## config.mk

```make
export PLATFORM = sky130hd
export DESIGN_NAME = hsv_pixel_adjust_flat
export DESIGN_NICKNAME = d
export VERILOG_FILES = /design/src/hw/rtl/hpa_pkg.sv /design/src/hw/rtl/hpa_if.sv /design/src/hw/rtl/hsv_pixel_adjust.sv /design/src/hw/rtl/hpa_front.sv /design/src/hw/rtl/hpa_div.sv /design/src/hw/rtl/hpa_back.sv /design/src/flat_wrapper.sv
export SDC_FILE = /design/constraint.sdc
export NUM_CORES = 2
export LEC_CHECK = 0
export ABC_AREA = 1
export BUFFER_PORTS_ARGS = -buffer_cell sky130_fd_sc_hd__buf_2
export CELL_PAD_IN_SITES_DETAIL_PLACEMENT = 0
export CELL_PAD_IN_SITES_GLOBAL_PLACEMENT = 1
export CORE_MARGIN = 2
export CORE_UTILIZATION = 35
export CTS_BUF_LIST = sky130_fd_sc_hd__clkbuf_8
export DETAILED_ROUTE_END_ITERATION = 12
export HOLD_SLACK_MARGIN = 0.03
export PLACE_DENSITY = 0.64
export SYNTH_ARGS = -nofsm -noshare
export SYNTH_HDL_FRONTEND = slang
export SYNTH_SLANG_ARGS = --single-unit
```

## constraint.sdc

```tcl
create_clock -name clk -period 32.2 [get_ports clk]
set_input_delay 0 -clock clk [delete_from_list [all_inputs] [get_ports clk]]
set_output_delay 0 -clock clk [all_outputs]
set_load 0.005 [all_outputs]
```

## src/hw/rtl/hpa_pkg.sv

```systemverilog
package hpa_pkg;

  localparam int QW = 11;
  localparam int HUE_W = 13;
  localparam int CFG_IDX_W = 3;
  localparam int CFG_DATA_W = 11;

  localparam logic [HUE_W-1:0] HUE_FULL = 13'd6144;
  localparam logic [10:0] SAT_ONE = 11'd1024;
  localparam logic [7:0] CHAN_MAX = 8'd255;

  // Exact floor(d * 1024 / 60) for d below 512: (d * ANGLE_RECIP) >> ANGLE_SHIFT.
  localparam logic [17:0] ANGLE_RECIP = 18'd139811;
  localparam int ANGLE_SHIFT = 13;

  localparam logic [1:0] MODE_KEEP = 2'd0;
  localparam logic [1:0] MODE_ABS = 2'd1;
  localparam logic [1:0] MODE_REL = 2'd2;

  localparam logic [CFG_IDX_W-1:0] REG_HUE_MODE = 3'd0;
  localparam logic [CFG_IDX_W-1:0] REG_SAT_MODE = 3'd1;
  localparam logic [CFG_IDX_W-1:0] REG_VAL_MODE = 3'd2;
  localparam logic [CFG_IDX_W-1:0] REG_HUE_DEGREES = 3'd3;
  localparam logic [CFG_IDX_W-1:0] REG_SAT_AMOUNT = 3'd4;
  localparam logic [CFG_IDX_W-1:0] REG_VAL_AMOUNT = 3'd5;

  localparam logic [1:0] SECT_RED = 2'd0;
  localparam logic [1:0] SECT_GREEN = 2'd1;
  localparam logic [1:0] SECT_BLUE = 2'd2;

  typedef struct packed {
    logic [1:0]  hue_mode;
    logic [1:0]  sat_mode;
    logic [1:0]  val_mode;
    logic [8:0]  hue_degrees;
    logic [10:0] sat_amount;
    logic [10:0] val_amount;
  } cfg_t;

  typedef struct packed {
    logic [7:0] red;
    logic [7:0] green;
    logic [7:0] blue;
    logic [7:0] vmax;
    logic [7:0] delta;
    logic [7:0] adiff;
    logic [1:0] sect;
    logic       neg;
  } pix_t;

  // One restoring division step: returns {quotient bit, new remainder}.
  function automatic logic [8:0] div_step(input logic [8:0] x, input logic [7:0] d);
    logic       ge;
    logic [8:0] diff;
    ge = (x >= {1'b0, d});
    diff = x - {1'b0, d};
    return {ge, ge ? diff[7:0] : x[7:0]};
  endfunction

endpackage

```

## src/hw/rtl/hpa_if.sv

```systemverilog
interface hpa_in_if;
  logic       valid;
  logic       ready;
  logic [7:0] red_in;
  logic [7:0] green_in;
  logic [7:0] blue_in;
  modport source(output valid, output red_in, output green_in, output blue_in, input ready);
  modport sink(input valid, input red_in, input green_in, input blue_in, output ready);
endinterface

interface hpa_out_if;
  logic       valid;
  logic       ready;
  logic [7:0] red_out;
  logic [7:0] green_out;
  logic [7:0] blue_out;
  logic       recolored;
  modport source(output valid, output red_out, output green_out, output blue_out,
                 output recolored, input ready);
  modport sink(input valid, input red_out, input green_out, input blue_out,
               input recolored, output ready);
endinterface

```

## src/hw/rtl/hsv_pixel_adjust.sv

```systemverilog
// Per-pixel HSV adjuster: each RGB word is converted to hue (1024 per 60
// degrees), saturation (over 1024) and value, adjusted by the mode registers,
// and converted back by hue sector. A new word is taken on every clock unless
// the pipe stalls; the pipe holds 16 register stages: the front, the two
// 11-stage bit-per-cycle dividers side by side, three back-end stages and the
// output register. The whole pipe stalls only while the output word is held
// and not taken. The user must see that configuration registers are written
// only while the pipe is empty; the block itself does not enforce this. They
// apply to every word accepted afterwards.
module hsv_pixel_adjust (
  input  logic                              clk,
  input  logic                              rst,
  hpa_in_if.sink                            pix_in,
  hpa_out_if.source                         pix_out,
  input  logic                              cfg_we,
  input  logic [hpa_pkg::CFG_IDX_W-1:0]     cfg_index,
  input  logic [hpa_pkg::CFG_DATA_W-1:0]    cfg_data
);

  hpa_pkg::cfg_t cfg;
  logic          adv;
  logic          f_valid;
  hpa_pkg::pix_t f_pix;
  logic          d_valid;
  hpa_pkg::pix_t d_pix;
  logic [hpa_pkg::QW-1:0] sat_q;
  logic [hpa_pkg::QW-1:0] hue_q;

  assign adv = !pix_out.valid || pix_out.ready;
  assign pix_in.ready = adv;

  always_ff @(posedge clk) begin
    if (rst) begin
      cfg.hue_mode <= hpa_pkg::MODE_ABS;
      cfg.sat_mode <= hpa_pkg::MODE_KEEP;
      cfg.val_mode <= hpa_pkg::MODE_KEEP;
      cfg.hue_degrees <= '0;
      cfg.sat_amount <= '0;
      cfg.val_amount <= '0;
    end else if (cfg_we) begin
      unique case (cfg_index)
        hpa_pkg::REG_HUE_MODE:    cfg.hue_mode <= cfg_data[1:0];
        hpa_pkg::REG_SAT_MODE:    cfg.sat_mode <= cfg_data[1:0];
        hpa_pkg::REG_VAL_MODE:    cfg.val_mode <= cfg_data[1:0];
        hpa_pkg::REG_HUE_DEGREES: cfg.hue_degrees <= cfg_data[8:0];
        hpa_pkg::REG_SAT_AMOUNT:  cfg.sat_amount <= cfg_data;
        hpa_pkg::REG_VAL_AMOUNT:  cfg.val_amount <= cfg_data;
        default: ;
      endcase
    end
  end

  hpa_front u_front (
    .clk       (clk),
    .rst       (rst),
    .adv       (adv),
    .in_valid  (pix_in.valid),
    .red       (pix_in.red_in),
    .green     (pix_in.green_in),
    .blue      (pix_in.blue_in),
    .out_valid (f_valid),
    .out_pix   (f_pix)
  );

  hpa_div u_div (
    .clk       (clk),
    .rst       (rst),
    .adv       (adv),
    .in_valid  (f_valid),
    .in_pix    (f_pix),
    .out_valid (d_valid),
    .out_pix   (d_pix),
    .sat_q     (sat_q),
    .hue_q     (hue_q)
  );

  hpa_back u_back (
    .clk      (clk),
    .rst      (rst),
    .adv      (adv),
    .cfg      (cfg),
    .in_valid (d_valid),
    .in_pix   (d_pix),
    .sat_q    (sat_q),
    .hue_q    (hue_q),
    .pix_out  (pix_out)
  );

endmodule

```

## src/hw/rtl/hpa_front.sv

```systemverilog
module hpa_front (
  input  logic          clk,
  input  logic          rst,
  input  logic          adv,
  input  logic          in_valid,
  input  logic [7:0]    red,
  input  logic [7:0]    green,
  input  logic [7:0]    blue,
  output logic          out_valid,
  output hpa_pkg::pix_t out_pix
);

  hpa_pkg::pix_t pix_next;
  logic [7:0] mx;
  logic [7:0] mn;
  logic [8:0] diff;

  always_comb begin
    mx = red;
    if (green > mx) mx = green;
    if (blue > mx) mx = blue;
    mn = red;
    if (green < mn) mn = green;
    if (blue < mn) mn = blue;
    // Ties go to red first, then green.
    priority if (red == mx) begin
      diff = {1'b0, green} - {1'b0, blue};
      pix_next.sect = hpa_pkg::SECT_RED;
    end else if (green == mx) begin
      diff = {1'b0, blue} - {1'b0, red};
      pix_next.sect = hpa_pkg::SECT_GREEN;
    end else begin
      diff = {1'b0, red} - {1'b0, green};
      pix_next.sect = hpa_pkg::SECT_BLUE;
    end
    pix_next.red = red;
    pix_next.green = green;
    pix_next.blue = blue;
    pix_next.vmax = mx;
    pix_next.delta = mx - mn;
    pix_next.neg = diff[8];
    pix_next.adiff = diff[8] ? 8'(-diff) : diff[7:0];
  end

  always_ff @(posedge clk) begin
    if (rst) begin
      out_valid <= 1'b0;
    end else if (adv) begin
      out_valid <= in_valid;
    end
  end

  always_ff @(posedge clk) begin
    if (adv) begin
      out_pix <= pix_next;
    end
  end

endmodule

```

## src/hw/rtl/hpa_div.sv

```systemverilog
module hpa_div (
  input  logic                   clk,
  input  logic                   rst,
  input  logic                   adv,
  input  logic                   in_valid,
  input  hpa_pkg::pix_t          in_pix,
  output logic                   out_valid,
  output hpa_pkg::pix_t          out_pix,
  output logic [hpa_pkg::QW-1:0] sat_q,
  output logic [hpa_pkg::QW-1:0] hue_q
);

  localparam int QW = hpa_pkg::QW;

  // Two restoring dividers side by side, one quotient bit per stage:
  // delta*1024/max for saturation and |diff|*1024/delta for hue.
  logic [QW-1:0]  vld;
  hpa_pkg::pix_t  info [QW];
  logic [7:0]     rs [QW];
  logic [7:0]     rh [QW];
  logic [QW-1:0]  qs [QW];
  logic [QW-1:0]  qh [QW];

  for (genvar k = 0; k < QW; k++) begin : g_stage
    logic [8:0]    xs;
    logic [8:0]    xh;
    logic [8:0]    ss;
    logic [8:0]    sh;
    logic          vin;
    hpa_pkg::pix_t pin;
    logic [QW-1:0] qs_in;
    logic [QW-1:0] qh_in;

    if (k == 0) begin : g_first
      assign vin = in_valid;
      assign pin = in_pix;
      assign xs = {1'b0, in_pix.delta};
      assign xh = {1'b0, in_pix.adiff};
      assign qs_in = '0;
      assign qh_in = '0;
    end else begin : g_rest
      assign vin = vld[k-1];
      assign pin = info[k-1];
      assign xs = {rs[k-1], 1'b0};
      assign xh = {rh[k-1], 1'b0};
      assign qs_in = qs[k-1];
      assign qh_in = qh[k-1];
    end

    assign ss = hpa_pkg::div_step(xs, pin.vmax);
    assign sh = hpa_pkg::div_step(xh, pin.delta);

    always_ff @(posedge clk) begin
      if (rst) begin
        vld[k] <= 1'b0;
      end else if (adv) begin
        vld[k] <= vin;
      end
    end

    always_ff @(posedge clk) begin
      if (adv) begin
        info[k] <= pin;
        rs[k] <= ss[7:0];
        rh[k] <= sh[7:0];
        qs[k] <= {qs_in[QW-2:0], ss[8]};
        qh[k] <= {qh_in[QW-2:0], sh[8]};
      end
    end
  end

  assign out_valid = vld[QW-1];
  assign out_pix = info[QW-1];
  assign sat_q = qs[QW-1];
  assign hue_q = qh[QW-1];

endmodule

```

## src/hw/rtl/hpa_back.sv

```systemverilog
module hpa_back (
  input  logic                   clk,
  input  logic                   rst,
  input  logic                   adv,
  input  hpa_pkg::cfg_t          cfg,
  input  logic                   in_valid,
  input  hpa_pkg::pix_t          in_pix,
  input  logic [hpa_pkg::QW-1:0] sat_q,
  input  logic [hpa_pkg::QW-1:0] hue_q,
  hpa_out_if.source              pix_out
);

  localparam int HW = hpa_pkg::HUE_W;

  // Target or rotation angle, derived from the configuration.
  logic [HW-1:0] angle;
  logic [26:0]   angle_prod;
  logic [13:0]   angle_raw;

  always_comb begin
    angle_prod = 27'(cfg.hue_degrees) * 27'(hpa_pkg::ANGLE_RECIP);
    angle_raw = angle_prod[hpa_pkg::ANGLE_SHIFT +: 14];
  end

  always_ff @(posedge clk) begin
    angle <= (angle_raw >= {1'b0, hpa_pkg::HUE_FULL}) ?
             HW'(angle_raw - {1'b0, hpa_pkg::HUE_FULL}) : angle_raw[HW-1:0];
  end

  // Stage 1: hue assembly, mode selection and relative scaling.
  logic [10:0]   sq;
  logic [13:0]   hbase;
  logic [13:0]   hadd;
  logic [HW-1:0] h;
  logic [13:0]   hsum;
  logic [HW-1:0] hu_next;
  logic [21:0]   sprod;
  logic [13:0]   s_next;
  logic [18:0]   vprod;
  logic [10:0]   v_next;
  logic          pass_next;

  always_comb begin
    sq = (in_pix.delta == 8'd0) ? 11'd0 : sat_q;
    unique case (in_pix.sect)
      hpa_pkg::SECT_GREEN: hbase = 14'd2048;
      hpa_pkg::SECT_BLUE:  hbase = 14'd4096;
      default:             hbase = 14'd0;
    endcase
    hadd = in_pix.neg ? hbase - 14'(hue_q) : hbase + 14'(hue_q);
    if (hadd[13]) hadd = hadd + 14'(hpa_pkg::HUE_FULL);
    h = (in_pix.delta == 8'd0) ? '0 : hadd[HW-1:0];

    hsum = 14'(h) + 14'(angle);
    if (hsum >= 14'(hpa_pkg::HUE_FULL)) hsum = hsum - 14'(hpa_pkg::HUE_FULL);
    priority if (cfg.hue_mode == hpa_pkg::MODE_ABS) hu_next = angle;
    else if (cfg.hue_mode == hpa_pkg::MODE_REL) hu_next = hsum[HW-1:0];
    else hu_next = h;

    sprod = 22'(sq) * 22'(cfg.sat_amount);
    priority if (cfg.sat_mode == hpa_pkg::MODE_ABS) s_next = 14'(cfg.sat_amount);
    else if (cfg.sat_mode == hpa_pkg::MODE_REL) s_next = sprod[21:8];
    else s_next = 14'(sq);

    vprod = 19'(in_pix.vmax) * 19'(cfg.val_amount);
    priority if (cfg.val_mode == hpa_pkg::MODE_ABS) v_next = cfg.val_amount;
    else if (cfg.val_mode == hpa_pkg::MODE_REL) v_next = vprod[18:8];
    else v_next = 11'(in_pix.vmax);

    pass_next = (sq == 11'd0) && (cfg.sat_mode != hpa_pkg::MODE_ABS) &&
                (cfg.sat_mode != hpa_pkg::MODE_REL);
  end

  logic          v1;
  logic [HW-1:0] hu1;
  logic [13:0]   s1;
  logic [10:0]   val1;
  logic          pass1;
  logic [23:0]   rgb1;

  // Stage 2: clamp, then the first products of the sector conversion.
  logic [10:0] s2c;
  logic [7:0]  v2c;
  logic [9:0]  f2;
  logic [18:0] pprod_next;
  logic [20:0] sf_next;
  logic [21:0] sfc_full;

  always_comb begin
    s2c = (s1 > 14'(hpa_pkg::SAT_ONE)) ? hpa_pkg::SAT_ONE : s1[10:0];
    v2c = (val1 > 11'(hpa_pkg::CHAN_MAX)) ? hpa_pkg::CHAN_MAX : val1[7:0];
    f2 = hu1[9:0];
    pprod_next = 19'(v2c) * 19'(hpa_pkg::SAT_ONE - s2c);
    sf_next = 21'(s2c) * 21'(f2);
    sfc_full = 22'(s2c) * 22'(hpa_pkg::SAT_ONE - 11'(f2));
  end

  logic        v2;
  logic [2:0]  k2;
  logic [7:0]  val2;
  logic [18:0] pprod2;
  logic [20:0] sf2;
  logic [20:0] sfc2;
  logic        pass2;
  logic [23:0] rgb2;

  // Stage 3: q and t.
  logic [28:0] qprod;
  logic [28:0] tprod;

  always_comb begin
    qprod = 29'(val2) * 29'(22'h100000 - 22'(sf2));
    tprod = 29'(val2) * 29'(22'h100000 - 22'(sfc2));
  end

  logic       v3;
  logic [2:0] k3;
  logic [7:0] val3;
  logic [7:0] p3;
  logic [7:0] q3;
  logic [7:0] t3;
  logic       pass3;
  logic [23:0] rgb3;

  // Output stage: pick the channels by sector, or pass the input word through when it is not recolored.
  logic [7:0] ro;
  logic [7:0] go;
  logic [7:0] bo;

  always_comb begin
    unique case (k3)
      3'd1: begin ro = q3; go = val3; bo = p3; end
      3'd2: begin ro = p3; go = val3; bo = t3; end
      3'd3: begin ro = p3; go = q3; bo = val3; end
      3'd4: begin ro = t3; go = p3; bo = val3; end
      3'd5: begin ro = val3; go = p3; bo = q3; end
      default: begin ro = val3; go = t3; bo = p3; end
    endcase
  end

  always_ff @(posedge clk) begin
    if (rst) begin
      v1 <= 1'b0;
      v2 <= 1'b0;
      v3 <= 1'b0;
      pix_out.valid <= 1'b0;
    end else if (adv) begin
      v1 <= in_valid;
      v2 <= v1;
      v3 <= v2;
      pix_out.valid <= v3;
    end
  end

  always_ff @(posedge clk) begin
    if (adv) begin
      hu1 <= hu_next;
      s1 <= s_next;
      val1 <= v_next;
      pass1 <= pass_next;
      rgb1 <= {in_pix.red, in_pix.green, in_pix.blue};

      k2 <= hu1[HW-1:10];
      val2 <= v2c;
      pprod2 <= pprod_next;
      sf2 <= sf_next;
      sfc2 <= sfc_full[20:0];
      pass2 <= pass1;
      rgb2 <= rgb1;

      k3 <= k2;
      val3 <= val2;
      p3 <= pprod2[17:10];
      q3 <= qprod[27:20];
      t3 <= tprod[27:20];
      pass3 <= pass2;
      rgb3 <= rgb2;

      pix_out.red_out <= pass3 ? rgb3[23:16] : ro;
      pix_out.green_out <= pass3 ? rgb3[15:8] : go;
      pix_out.blue_out <= pass3 ? rgb3[7:0] : bo;
      pix_out.recolored <= !pass3;
    end
  end

endmodule

```

## src/flat_wrapper.sv

```systemverilog
// flat-port wrapper written by rule: the top's interface ports become plain ports
module hsv_pixel_adjust_flat 
  (clk, rst, cfg_we, cfg_index, cfg_data, pix_in_valid, pix_in_red_in, pix_in_green_in, pix_in_blue_in, pix_in_ready, pix_out_valid, pix_out_red_out, pix_out_green_out, pix_out_blue_out, pix_out_recolored, pix_out_ready);
  hpa_in_if pix_in_i ();
  hpa_out_if pix_out_i ();
  input  logic clk;
  input  logic rst;
  input  logic cfg_we;
  input  logic [hpa_pkg::CFG_IDX_W-1:0] cfg_index;
  input  logic [hpa_pkg::CFG_DATA_W-1:0] cfg_data;
  input wire logic [$bits(pix_in_i.valid)-1:0] pix_in_valid;
  input wire logic [$bits(pix_in_i.red_in)-1:0] pix_in_red_in;
  input wire logic [$bits(pix_in_i.green_in)-1:0] pix_in_green_in;
  input wire logic [$bits(pix_in_i.blue_in)-1:0] pix_in_blue_in;
  output wire logic [$bits(pix_in_i.ready)-1:0] pix_in_ready;
  output wire logic [$bits(pix_out_i.valid)-1:0] pix_out_valid;
  output wire logic [$bits(pix_out_i.red_out)-1:0] pix_out_red_out;
  output wire logic [$bits(pix_out_i.green_out)-1:0] pix_out_green_out;
  output wire logic [$bits(pix_out_i.blue_out)-1:0] pix_out_blue_out;
  output wire logic [$bits(pix_out_i.recolored)-1:0] pix_out_recolored;
  input wire logic [$bits(pix_out_i.ready)-1:0] pix_out_ready;
  assign pix_in_i.valid = pix_in_valid;
  assign pix_in_i.red_in = pix_in_red_in;
  assign pix_in_i.green_in = pix_in_green_in;
  assign pix_in_i.blue_in = pix_in_blue_in;
  assign pix_in_ready = pix_in_i.ready;
  assign pix_out_valid = pix_out_i.valid;
  assign pix_out_red_out = pix_out_i.red_out;
  assign pix_out_green_out = pix_out_i.green_out;
  assign pix_out_blue_out = pix_out_i.blue_out;
  assign pix_out_recolored = pix_out_i.recolored;
  assign pix_out_i.ready = pix_out_ready;
  hsv_pixel_adjust u_core (.clk(clk), .rst(rst), .pix_in(pix_in_i), .pix_out(pix_out_i), .cfg_we(cfg_we), .cfg_index(cfg_index), .cfg_data(cfg_data));
endmodule
```

==> results.ini <==
[run_status]
outcome = completed

[logic_synthesis]
synth_most_common_cell = inv_1
synth_area_per_cell_um2 = 10.1
synth-compound-area-share_pct = 6.10
synthFlopType = edfxtp_1
syn_area_um2 = 76600
ys_async_sr_fraction_pct = 0
synth_fa_ha_area_share_pct = 26.9
ys_seq_area_share_pct = 42.8
synth_top_cell_area_share_pct = 41.1
ys_ff_latch = 1115
yosysWarnings = 0
yosysUniqueCellTypes = 63
yosysTopAreaCell = edfxtp_1
synthTopCellsByArea = edfxtp_1 (41%), fa_1 (17%), ha_1 (10%)
yosys.area_share.simple_pct = 12.7
synth-edff-count = 1049
synth_top_family_by_area = adder cells
synth_xor_area_share_pct = 2.86
synth.area.mux_share_pct = 0
synth_common_cells = inv_1 (1559), nand2_1 (1190), edfxtp_1 (1049)
synthCells = 7594

[cells_and_area]
fillCellCount = 21350
regArea_um2 = 32800
final_layout_size_suffix_gt1_share_pct = 5.27
area_delta_synth_final_pct = 10.8
multi_input_area_um2 = 37300
final_net_count = 9153
design_area_um2 = 84900

[worst_setup_path]
crit_family = adder cells
slowest_stage = fa_1
end_kind = flop
worstPathBufferInverterCount = 9
crit_cells = 29
crit_type = reg2reg
worstPathRequired_ns = 32.78
worstPathArrival_ns = 8.04
crit_top_cell = inv_1
crit_path_start_kind = flop
r2r_cells = 29
cp_max_fo = 15
cpPeakStageDelay_ns = 0.55

[route]
drtPass1Iterations = 5
via_per_inst = 4.66
wl_um = 168000
ant_nets = 0
vias = 50504
wl_per_cell_um = 15.5
remaining_drc_errors = 0
drtIter0Drc = 2828

[floorplan]
die_x_um = 472
initial_utilization_pct = 35.2
chipHeight_um = 472
num_rows = 171
core-area_um2 = 217000
fp.dieArea_um2 = 223000
io-pin-count = 70

[timing]
slew_violations = 0
hold_viol_final = 0
min_period_ns = 7.46
hold_ws_ns = 0.185
fmax_mhz = 134
max-slew-margin-rel_pct = 19.4
finalSetupViolCount = 0
setup_ws_ns = 24.74
worstMarginPinSlew_ns = 1.21
post-route-period-util_pct = 23.2
finClkSkew_ns = 0.0621
rsz0062_at_grt = no
setup_tns_ns = 0

[global_route]
grt_pass1_wl_um = 277000
grt_overflow = 0
first_global_vias = 53253
antenna_found_initial = 3
grt_start_max_net_pins = 181
globalRouteTotalUtil_pct = 15.4

[clock_network]
cts_sinks = 1115
cts_tree = yes
cts_buffers = 189
cts_setup_buffers = 0
clk_latency_ns = 0.89
clockBufferDepth = 3
cts-root-buf = clkbuf_8
h-tree-depth = 4
clk_pin_slew_ns = 0.06
cts-resized-gates = 0
cts_hold_buffers = 100

[placement]
placed_cell_area_um2 = 80200
port_buffers = 69
routabilityCongestion = 0.858
pre_cts_slack_ns = 24.83
place_hpwl_um = 126000

[worst_hold_path]
hold_path.class = in2reg
min_path_cells = 7

[job]
cap_violations = 0

-- metrics by stage --
stage,instances,util [%]
3_5_place_dp,10407,36.9
2_1_floorplan,7604,-
4_1_cts,10844,39.1
3_3_place_gp,10407,36.9
5_1_grt,10845,39.1
6_report,10847,39.1
-- routing by layer --
metal	up-vias	track usage, %	wire length, um
li1	24919	-	-
met1	24409	19.3	72000
met2	917	26.9	83200
met3	259	2.55	7160
met4	0	5.44	5260
met5	-	0	0
-- layout make-up --
| type | count | area share (%) |
|---|---|---|
| Antenna cell | 3 | 0.00884 |
| Clock buffer | 197 | 3.19 |
| Clock inverter | 140 | 1.13 |
| Inverter | 1580 | 6.99 |
| Multi-Input combinational cell | 4758 | 43.9 |
| Sequential cell | 1115 | 38.7 |
| Tap cell | 2854 | 4.21 |
| Timing Repair Buffer | 200 | 1.89 |
-- state kept, by name, summed over array words and instances, names as in the netlist, 14 cells and up --
signal / cells
u_core.cfg: 37
u_core.u_back.rgb1: 24
u_core.u_back.rgb2: 24
u_core.u_back.rgb3: 24
u_core.u_back.s1: 14
u_core.u_back.sf2: 21
u_core.u_back.sfc2: 20
u_core.u_div.info: 473
u_core.u_div.qh: 66
u_core.u_div.qs: 66
u_core.u_div.rh: 80
u_core.u_div.rs: 80
u_core.u_front.out_pix: 51
-- final timing paths --
kind	startpoint	to	slack (ns)
worst min-delay path	cfg_index[1]	u_core.cfg[34]$_SDFFE_PP0P_	0.19
worst min register to register	u_core.u_div.info[4][33]$_DFFE_PP_	u_core.u_div.info[5][33]$_DFFE_PP_	0.38
worst max-delay path	u_core.u_back.s1[11]$_SDFFCE_PP0P_	u_core.u_back.sf2[20]$_DFFE_PP_	24.74
worst max register to register	u_core.u_back.s1[11]$_SDFFCE_PP0P_	u_core.u_back.sf2[20]$_DFFE_PP_	24.74
-- placed cells by master (no fill, tap or decap), types with 22 or more instances in the layout --
cell           instances
a21oi_1              322
a31oi_1               34
buf_2                 69
buf_4                 29
clkbuf_8             197
clkinv_1              45
clkinv_2              22
dfxtp_1               66
dlygate4sd3_1        100
edfxtp_1            1049
fa_1                 640
ha_1                 626
inv_1               1612
nand2_1             1190
nand3_1              172
nand4_1               58
nor2_1               813
nor3_1                55
o21ai_0              333
o22ai_1               32
xnor2_1               65
xor2_1               185
-- worst reg2reg max path, delay by kind of cell (launching register included) --
family / cells / cell delay (ns)
adders and majority gates: 6 / 2.86
and+or+nand+nor: 7 / 1.16
AOI/OAI and AO/OA: 6 / 1.37
xor gates and xnor gates: 1 / 0.15
DFF: 1 / 0.35
buffers and inverters: 9 / 1.27
-- cell families after synthesis --
family          Yosys count
simple gates           2384
buf+inv                1731
other cells               2
fa+ha+maj              1266
xor+xnor                250
compound gates          846
flops                  1115
Power is left out: the tool's default activity adds up to more than one toggle a clock period on the data nets, which glitch-free logic cannot reach.
